[src/design/fbg_pkg.sv]
// Package for the felt/ball/guide pixel classifier.
// Holds the byte and result types and the colour thresholds.
// No dependencies.
package fbg_pkg;

	typedef logic [7:0] byte_t;

	// classification result for one pixel
	typedef struct packed {
		logic  felt_hit;
		logic  ball_like;
		logic  white_like;
		logic  strong_colour;
		logic  pale_line;
		logic  line_like;
		logic  ball_mask_bit;
		logic  white_mask_bit;
		byte_t light_level;
		byte_t colour_spread;
	} class_t;

	// channel order codes
	localparam logic ORDER_RGB = 1'b0;
	localparam logic ORDER_BGR = 1'b1;

	// divide-by-three reciprocal: x*683 >> 11 is exact for x <= 765
	localparam int  DIV3_MUL   = 683;
	localparam int  DIV3_SHIFT = 11;

	// felt brightness window
	localparam byte_t FELT_LIGHT_LO = 8'd42;
	localparam byte_t FELT_LIGHT_HI = 8'd226;
	// yellowish and reddish exclusions
	localparam byte_t YEL_R_MIN = 8'd185;
	localparam byte_t YEL_G_MIN = 8'd145;
	localparam byte_t YEL_B_MAX = 8'd110;
	localparam byte_t RED_R_MIN = 8'd175;
	localparam byte_t RED_GB_MAX = 8'd105;
	// felt colour tests
	localparam byte_t GREY_SPREAD_MAX = 8'd78;
	localparam byte_t GREY_SLACK      = 8'd18;
	localparam byte_t GREEN_OVER_R    = 8'd16;
	localparam byte_t GREEN_UNDER_B   = 8'd22;
	localparam byte_t BLUE_OVER_R     = 8'd12;
	localparam byte_t BLUE_G_UNDER_R  = 8'd14;
	// ball tests
	localparam byte_t BRIGHT_LIGHT    = 8'd176;
	localparam byte_t BRIGHT_SPREAD   = 8'd48;
	localparam byte_t DARK_LIGHT      = 8'd58;
	localparam byte_t DARK_SPREAD     = 8'd45;
	localparam byte_t COL_SPREAD_MIN  = 8'd48;
	localparam byte_t COL_LIGHT_LO    = 8'd48;
	localparam byte_t COL_LIGHT_HI    = 8'd244;
	localparam byte_t WHITE_SPREAD    = 8'd52;
	localparam byte_t STRONG_SPREAD   = 8'd88;
	localparam byte_t STRONG_LIGHT_HI = 8'd238;
	// guide line tests
	localparam byte_t PALE_LIGHT      = 8'd154;
	localparam byte_t PALE_SPREAD     = 8'd76;
	localparam byte_t CYAN_GB_MIN     = 8'd136;
	localparam byte_t CYAN_R_MAX      = 8'd146;
	localparam byte_t VIOL_B_MIN      = 8'd124;
	localparam byte_t VIOL_R_MIN      = 8'd102;
	localparam byte_t VIOL_G_MAX      = 8'd132;

endpackage

[src/design/fbg_if.sv]
// Stream interfaces for the pixel classifier: pixel in, classification out.
// Depends on fbg_pkg.
interface fbg_pixel_if;
	logic          valid;
	logic          ready;
	fbg_pkg::byte_t byte_zero;
	fbg_pkg::byte_t byte_one;
	fbg_pkg::byte_t byte_two;

	modport source (output valid, output byte_zero, output byte_one, output byte_two,
		input ready);
	modport sink (input valid, input byte_zero, input byte_one, input byte_two,
		output ready);
endinterface

interface fbg_result_if;
	logic           valid;
	logic           ready;
	logic           felt_hit;
	logic           ball_like;
	logic           white_like;
	logic           strong_colour;
	logic           pale_line;
	logic           line_like;
	logic           ball_mask_bit;
	logic           white_mask_bit;
	fbg_pkg::byte_t light_level;
	fbg_pkg::byte_t colour_spread;

	modport source (output valid, output felt_hit, output ball_like, output white_like,
		output strong_colour, output pale_line, output line_like, output ball_mask_bit,
		output white_mask_bit, output light_level, output colour_spread, input ready);
	modport sink (input valid, input felt_hit, input ball_like, input white_like,
		input strong_colour, input pale_line, input line_like, input ball_mask_bit,
		input white_mask_bit, input light_level, input colour_spread, output ready);
endinterface

[src/design/fbg_classify.sv]
// Combinational pixel classification: channel order, brightness, spread, flags.
// Depends on fbg_pkg.
module fbg_classify (
	input  logic            pixel_order,
	input  fbg_pkg::byte_t  byte_zero,
	input  fbg_pkg::byte_t  byte_one,
	input  fbg_pkg::byte_t  byte_two,
	output fbg_pkg::class_t res
);
	import fbg_pkg::*;

	byte_t       r, g, b, hi, lo, light, spread;
	logic [9:0]  sum;
	logic [19:0] prod;
	logic        felt_ok, grey_blue, green, blue, felt;
	logic        ball, white, vivid, pale, line;

	always_comb begin
		unique case (pixel_order)
			ORDER_BGR: begin
				r = byte_two;
				b = byte_zero;
			end
			default: begin
				r = byte_zero;
				b = byte_two;
			end
		endcase
		g = byte_one;

		hi = (g > r) ? g : r;
		hi = (b > hi) ? b : hi;
		lo = (g < r) ? g : r;
		lo = (b < lo) ? b : lo;
		spread = hi - lo;

		sum   = 10'(r) + 10'(g) + 10'(b);
		prod  = 20'(sum) * 20'(DIV3_MUL);
		light = prod[DIV3_SHIFT +: 8];

		felt_ok = (light >= FELT_LIGHT_LO) && (light <= FELT_LIGHT_HI)
			&& !(r > YEL_R_MIN && g > YEL_G_MIN && b < YEL_B_MAX)
			&& !(r > RED_R_MIN && g < RED_GB_MAX && b < RED_GB_MAX);
		// b+g >= 2r-18, kept non-negative by moving the slack across
		grey_blue = (spread < GREY_SPREAD_MAX)
			&& ((10'(b) + 10'(g) + 10'(GREY_SLACK)) >= {1'b0, r, 1'b0});
		green = (9'(g) > 9'(r) + 9'(GREEN_OVER_R))
			&& (9'(g) + 9'(GREEN_UNDER_B) >= 9'(b));
		blue  = (9'(b) > 9'(r) + 9'(BLUE_OVER_R))
			&& (9'(g) + 9'(BLUE_G_UNDER_R) > 9'(r));
		felt  = felt_ok && (grey_blue || green || blue);

		ball = (light > BRIGHT_LIGHT && spread < BRIGHT_SPREAD)
			|| (light < DARK_LIGHT && spread < DARK_SPREAD)
			|| (spread > COL_SPREAD_MIN && light > COL_LIGHT_LO && light < COL_LIGHT_HI);
		white  = (light > BRIGHT_LIGHT) && (spread < WHITE_SPREAD);
		vivid  = (spread > STRONG_SPREAD) && (light > COL_LIGHT_LO)
			&& (light < STRONG_LIGHT_HI);
		pale   = (light > PALE_LIGHT) && (spread < PALE_SPREAD);
		line   = pale
			|| (g > CYAN_GB_MIN && b > CYAN_GB_MIN && r < CYAN_R_MAX)
			|| (b > VIOL_B_MIN && r > VIOL_R_MIN && g < VIOL_G_MAX);

		res.felt_hit       = felt;
		res.ball_like      = ball;
		res.white_like     = white;
		res.strong_colour  = vivid;
		res.pale_line      = pale;
		res.line_like      = line;
		res.ball_mask_bit  = ((ball && !felt) || vivid) && !pale;
		res.white_mask_bit = white && !felt;
		res.light_level    = light;
		res.colour_spread  = spread;
	end

endmodule

[src/design/felt_ball_guide_pixel_classifier_top.sv]
// Top level of the felt/ball/guide pixel classifier: input register,
// classification logic, result register. Depends on fbg_pkg, fbg_if, fbg_classify.
//
//  channel  | dir | handshake       | payload
//  ---------+-----+-----------------+---------------------------------------
//  pixel    | in  | valid / ready   | byte_zero, byte_one (green), byte_two
//  result   | out | valid / ready   | eight flags, light_level, colour_spread
//  cfg      | in  | cfg_wr_en only  | cfg_wr_data = pixel_order
//
// One request in and one result out per clock when unstalled; a request passes
// through the pixel register, then the result register.
// Reset clears both valid flags and sets pixel_order to RGB order.
// A stall on result holds the result register; the pixel register still takes
// a request if it is empty or its contents move on that cycle.
module felt_ball_guide_pixel_classifier_top (
	input  logic clk,
	input  logic arst_n,
	input  logic cfg_wr_en,
	input  logic cfg_wr_data,
	fbg_pixel_if.sink    pixel,
	fbg_result_if.source result
);
	import fbg_pkg::*;

	logic   pixel_order_q;
	logic   valid_s1, valid_s2;
	byte_t  byte_zero_s1, byte_one_s1, byte_two_s1;
	class_t res_comb, res_s2;
	logic   adv_s2, adv_s1;

	// stage 2 moves when empty or drained; stage 1 when empty or moving on
	assign adv_s2      = !valid_s2 || result.ready;
	assign adv_s1      = !valid_s1 || adv_s2;
	assign pixel.ready = adv_s1;

	always_ff @(posedge clk or negedge arst_n) begin
		if (!arst_n) begin
			pixel_order_q <= ORDER_RGB;
		end else if (cfg_wr_en) begin
			pixel_order_q <= cfg_wr_data;
		end
	end

	// pixel register
	always_ff @(posedge clk or negedge arst_n) begin
		if (!arst_n) begin
			valid_s1 <= 1'b0;
		end else if (adv_s1) begin
			valid_s1 <= pixel.valid;
		end
	end

	always_ff @(posedge clk) begin
		if (adv_s1 && pixel.valid) begin
			byte_zero_s1 <= pixel.byte_zero;
			byte_one_s1  <= pixel.byte_one;
			byte_two_s1  <= pixel.byte_two;
		end
	end

	fbg_classify u_classify (
		.pixel_order (pixel_order_q),
		.byte_zero   (byte_zero_s1),
		.byte_one    (byte_one_s1),
		.byte_two    (byte_two_s1),
		.res         (res_comb)
	);

	// result register
	always_ff @(posedge clk or negedge arst_n) begin
		if (!arst_n) begin
			valid_s2 <= 1'b0;
		end else if (adv_s2) begin
			valid_s2 <= valid_s1;
		end
	end

	always_ff @(posedge clk) begin
		if (adv_s2 && valid_s1) begin
			res_s2 <= res_comb;
		end
	end

	assign result.valid          = valid_s2;
	assign result.felt_hit       = res_s2.felt_hit;
	assign result.ball_like      = res_s2.ball_like;
	assign result.white_like     = res_s2.white_like;
	assign result.strong_colour  = res_s2.strong_colour;
	assign result.pale_line      = res_s2.pale_line;
	assign result.line_like      = res_s2.line_like;
	assign result.ball_mask_bit  = res_s2.ball_mask_bit;
	assign result.white_mask_bit = res_s2.white_mask_bit;
	assign result.light_level    = res_s2.light_level;
	assign result.colour_spread  = res_s2.colour_spread;

endmodule
[src/flat_wrapper.sv]
// flat-port wrapper written by rule: the top's interface ports become plain ports
module felt_ball_guide_pixel_classifier_top_flat import fbg_pkg::*;
  (clk, arst_n, cfg_wr_en, cfg_wr_data, pixel_valid, pixel_byte_zero, pixel_byte_one, pixel_byte_two, pixel_ready, result_valid, result_felt_hit, result_ball_like, result_white_like, result_strong_colour, result_pale_line, result_line_like, result_ball_mask_bit, result_white_mask_bit, result_light_level, result_colour_spread, result_ready);
  fbg_pixel_if pixel_i ();
  fbg_result_if result_i ();
  input  logic clk;
  input  logic arst_n;
  input  logic cfg_wr_en;
  input  logic cfg_wr_data;
  input wire logic [$bits(pixel_i.valid)-1:0] pixel_valid;
  input wire logic [$bits(pixel_i.byte_zero)-1:0] pixel_byte_zero;
  input wire logic [$bits(pixel_i.byte_one)-1:0] pixel_byte_one;
  input wire logic [$bits(pixel_i.byte_two)-1:0] pixel_byte_two;
  output wire logic [$bits(pixel_i.ready)-1:0] pixel_ready;
  output wire logic [$bits(result_i.valid)-1:0] result_valid;
  output wire logic [$bits(result_i.felt_hit)-1:0] result_felt_hit;
  output wire logic [$bits(result_i.ball_like)-1:0] result_ball_like;
  output wire logic [$bits(result_i.white_like)-1:0] result_white_like;
  output wire logic [$bits(result_i.strong_colour)-1:0] result_strong_colour;
  output wire logic [$bits(result_i.pale_line)-1:0] result_pale_line;
  output wire logic [$bits(result_i.line_like)-1:0] result_line_like;
  output wire logic [$bits(result_i.ball_mask_bit)-1:0] result_ball_mask_bit;
  output wire logic [$bits(result_i.white_mask_bit)-1:0] result_white_mask_bit;
  output wire logic [$bits(result_i.light_level)-1:0] result_light_level;
  output wire logic [$bits(result_i.colour_spread)-1:0] result_colour_spread;
  input wire logic [$bits(result_i.ready)-1:0] result_ready;
  assign pixel_i.valid = pixel_valid;
  assign pixel_i.byte_zero = pixel_byte_zero;
  assign pixel_i.byte_one = pixel_byte_one;
  assign pixel_i.byte_two = pixel_byte_two;
  assign pixel_ready = pixel_i.ready;
  assign result_valid = result_i.valid;
  assign result_felt_hit = result_i.felt_hit;
  assign result_ball_like = result_i.ball_like;
  assign result_white_like = result_i.white_like;
  assign result_strong_colour = result_i.strong_colour;
  assign result_pale_line = result_i.pale_line;
  assign result_line_like = result_i.line_like;
  assign result_ball_mask_bit = result_i.ball_mask_bit;
  assign result_white_mask_bit = result_i.white_mask_bit;
  assign result_light_level = result_i.light_level;
  assign result_colour_spread = result_i.colour_spread;
  assign result_i.ready = result_ready;
  felt_ball_guide_pixel_classifier_top u_core (.clk(clk), .arst_n(arst_n), .cfg_wr_en(cfg_wr_en), .cfg_wr_data(cfg_wr_data), .pixel(pixel_i), .result(result_i));
endmodule
[config.mk]
export PLATFORM = sky130hd
export DESIGN_NAME = felt_ball_guide_pixel_classifier_top_flat
export DESIGN_NICKNAME = d
export VERILOG_FILES = /design/src/design/fbg_pkg.sv /design/src/design/fbg_if.sv /design/src/design/fbg_classify.sv /design/src/design/felt_ball_guide_pixel_classifier_top.sv /design/src/flat_wrapper.sv
export SDC_FILE = /design/constraint.sdc
export NUM_CORES = 1
export LEC_CHECK = 0
export ABC_AREA = 1
export BUFFER_PORTS_ARGS = -buffer_cell sky130_fd_sc_hd__buf_2
export CELL_PAD_IN_SITES_DETAIL_PLACEMENT = 1
export CELL_PAD_IN_SITES_GLOBAL_PLACEMENT = 1
export CORE_UTILIZATION = 51
export DETAILED_ROUTE_END_ITERATION = 7
export HOLD_SLACK_MARGIN = 0.15
export MAX_ROUTING_LAYER = met4
export PLACE_DENSITY_LB_ADDON = 0.1
export SYNTH_ARGS = -nofsm -noshare
export SYNTH_HDL_FRONTEND = slang
export SYNTH_SLANG_ARGS = --single-unit
[constraint.sdc]
create_clock -name clk -period 18.8 [get_ports clk]
set_input_delay 0 -clock clk [delete_from_list [all_inputs] [get_ports clk]]
set_output_delay 0 -clock clk [all_outputs]
set_load 0.01 [all_outputs]
==> flow_summary.yaml <==
run_status:
  status: "finished clean"
cells_and_area:
  drive_above_1_share: 0.1243
  area_growth_pct: 12.86
  fin_nets: 1240
  antenna-diode-count: 0
  post-route-util: 0.5900
  fill_cells: 1828
worst_setup_path:
  crit_arrival_ns: 8.92
  start_kind: "flip-flop"
  crit_type: "flip-flop to flip-flop"
  cp-end-kind: "flip-flop"
  path_max_fanout: 19
  path_common_cell: "inv_1"
  cp_slowest_cell: "dfrtp_1"
  slowest_delay_ns: 0.81
  crit_required_ns: 18.86
floorplan:
  io_pins: 56
  num_rows: 44
  dieArea_um2: 15390
  initial_core_util: 0.5228
  die_w_um: 124.1
  core-area_um2: 14530
  fp.dieH_um: 124.1
logic_synthesis:
  synth_cell_types: 62
  yosysWarnings: 0
  syn_area_per_cell_um2: 8.101
  netlist.area_leader.share: 0.2486
  synth-edff-count: 48
  synth.most_common_cell: "nand2_1"
  ys.flop_type: "edfxtp_1"
  ys_top_cells_by_count: "nand2_1, ha_1, inv_1, o21ai_0, a21oi_1"
  yosys.area.top_type: "ha_1"
  synthTopCellsByArea: "ha_1, edfxtp_1, fa_1, nand2_1, inv_1"
  syn_inst: 938
  synthArstFlopShare: 0.05882
  synth-seq-cells: 51
  synth_area_um2: 7599
  synth_fp_nets: 1149
  seq_area_frac_synth: 0.1996
timing:
  clock-skew-final_ns: 0.007085
  period_share: 0.4712
  whs_ns: 0.4050
  setup_tns_ns: 0
  setup_viol_count_final: 0
  rsz0062_at_grt: "false"
  fmax_mhz: 112.9
  finalMaxSlewViolations: 0
  slew-limit-headroom: 0.2977
  finalCriticalPeriod_ns: 8.859
  worst_pin_slew_ns: 1.052
  hold_violations: 0
min_path:
  min_path_type: "input port to flip-flop"
global_routing:
  grt_first_pass_wirelength_mm: 38.71
  grt_max_degree: 25
  track_usage: 0.3428
  grt_remaining_overflow: 0
  met3_usage: 0.04441
  use_met2: 0.5960
  grt_pass1_vias: 7554
  grt_busiest_layer: "met2"
  antenna_found_initial: 0
  grt_use_met1: 0.3980
routing:
  first_iter_violations: 482
  finalWirelength_mm: 24.43
  vias_per_cell: 5.822
  ant_nets: 0
  wl_per_cell_um: 20.12
  drc: 0
  vias: 7068
  drt_pass1_iterations: 5
clocking:
  cts_num_sinks: 51
  h-tree-depth: 2
  postCtsSetupBuffers: 0
  insertion_delay_ns: 0.31
  cts_tree: "yes"
  clkSlewWorstSetupHoldPaths_ns: 0.08
  cts-root-buf: "clkbuf_16"
  cts_made_buffers: 5
  cts_max_path_buffers: 2
place:
  dp_hpwl_mm: 19.06
  place_congestion: 0.9716
  port_buffers: 55
job:
  drv_cap: 0
[cell families (layout without fill, tap and decap cells)]
kind of cell,count (synthesis),in the layout,share of synthesized area
AOI/OAI and AO/OA,189,189,0.1456
xor gates and xnor gates,41,41,0.05220
adders and majority gates,181,181,0.3277
buffers and inverters,164,256,0.08497
DFF,51,51,0.1996
and+or+nand+nor,312,312,0.1900
[stage by stage]
stage	instance area (µm²)	instances	setup slack, ns
floorplan	7599	938	11.46
global placement	8093	1173	10.62
detailed placement	8093	1173	10.23
CTS	8576	1214	10.13
global route	8576	1214	9.295
finish	8576	1214	9.941
[repair_timing]
action / CTS / global route
gates resized for setup: 0 / 0
hold buffers: 33 / 0
hold endpoints to repair: 30 / 0
[worst max-delay path: cells and delay by family, from the launching register on]
| kind | cells | cell delay [ns] |
|---|---|---|
| and+or+nand+nor | 13 | 1.64 |
| AOI/OAI and AO/OA | 9 | 1.74 |
| DFF | 1 | 0.81 |
| adders and majority gates | 7 | 3.32 |
| buffers and inverters | 10 | 1.11 |
[layout by cell type (no fill, tap or decap), types with 8 or more instances in the layout]
master | synthesis | final
nand2_1 | 155 | 155
ha_1 | 151 | 151
inv_1 | 143 | 143
o21ai_0 | 67 | 67
a21oi_1 | 65 | 64
nor2_1 | 58 | 58
buf_2 | 0 | 55
edfxtp_1 | 48 | 48
nand3_1 | 33 | 33
dlygate4sd3_1 | 0 | 33
fa_1 | 30 | 30
xor2_1 | 26 | 26
o21ai_1 | 11 | 11
xnor2_1 | 10 | 10
or2_2 | 9 | 9
nand4_1 | 9 | 9
inv_2 | 8 | 8
[state kept, by name, indices dropped and copies added, names as in the netlist]
| name | cells |
|---|---|
| u_core.result.felt_hit | 1 |
| u_core.result.valid | 1 |
| u_core.byte_zero_s1 | 8 |
| u_core.valid_s1 | 1 |
| u_core.result.strong_colour | 1 |
| u_core.result.pale_line | 1 |
| u_core.result.ball_mask_bit | 1 |
| u_core.byte_two_s1 | 8 |
| u_core.result.colour_spread | 8 |
| u_core.result.light_level | 8 |
| u_core.result.ball_like | 1 |
| u_core.result.white_like | 1 |
| u_core.result.white_mask_bit | 1 |
| u_core.pixel_order_q | 1 |
| u_core.byte_one_s1 | 8 |
| u_core.result.line_like | 1 |
[area by class of cell]
| class | count | area, µm² | area share |
|---|---|---|---|
| Clock buffer | 5 | 125.1 | 0.01459 |
| Clock inverter | 3 | 27.53 | 0.003210 |
| Inverter | 154 | 585.6 | 0.06828 |
| Multi-Input combinational cell | 723 | 5440 | 0.6344 |
| Sequential cell | 51 | 1516 | 0.1768 |
| Tap cell | 184 | 230.2 | 0.02685 |
| Timing Repair Buffer | 94 | 650.6 | 0.07587 |
[final timing paths]
path	from	endpoint	slack (ns)	cells past startpoint
setup reg to reg	u_core.pixel_order_q$_DFFE_PN0P_	u_core.result.ball_mask_bit$_DFFE_PP_	9.94	39
setup / recovery	u_core.pixel_order_q$_DFFE_PN0P_	u_core.result.ball_mask_bit$_DFFE_PP_	9.94	39
max in group asynchronous	arst_n	u_core.result.valid$_DFFE_PN0P_	17.98	3
hold / removal	pixel_byte_one[4]	u_core.byte_one_s1[4]$_DFFE_PP_	0.41	2
hold reg to reg	u_core.valid_s1$_DFFE_PN0N_	u_core.result.valid$_DFFE_PN0P_	0.53	2
min in group asynchronous	arst_n	u_core.pixel_order_q$_DFFE_PN0P_	0.65	3
[metal layers]
| metal | share of wire | vias to the layer above |
|---|---|---|
| met4 | 0.037 | 0 |
| met5 | 0 | - |
| li1 | - | 3338 |
| met3 | 0.051 | 78 |
| met2 | 0.50 | 215 |
| met1 | 0.41 | 3437 |
Power is not shown: default switching activity piles up to over one toggle a cycle in this logic, so the estimate is an artifact.
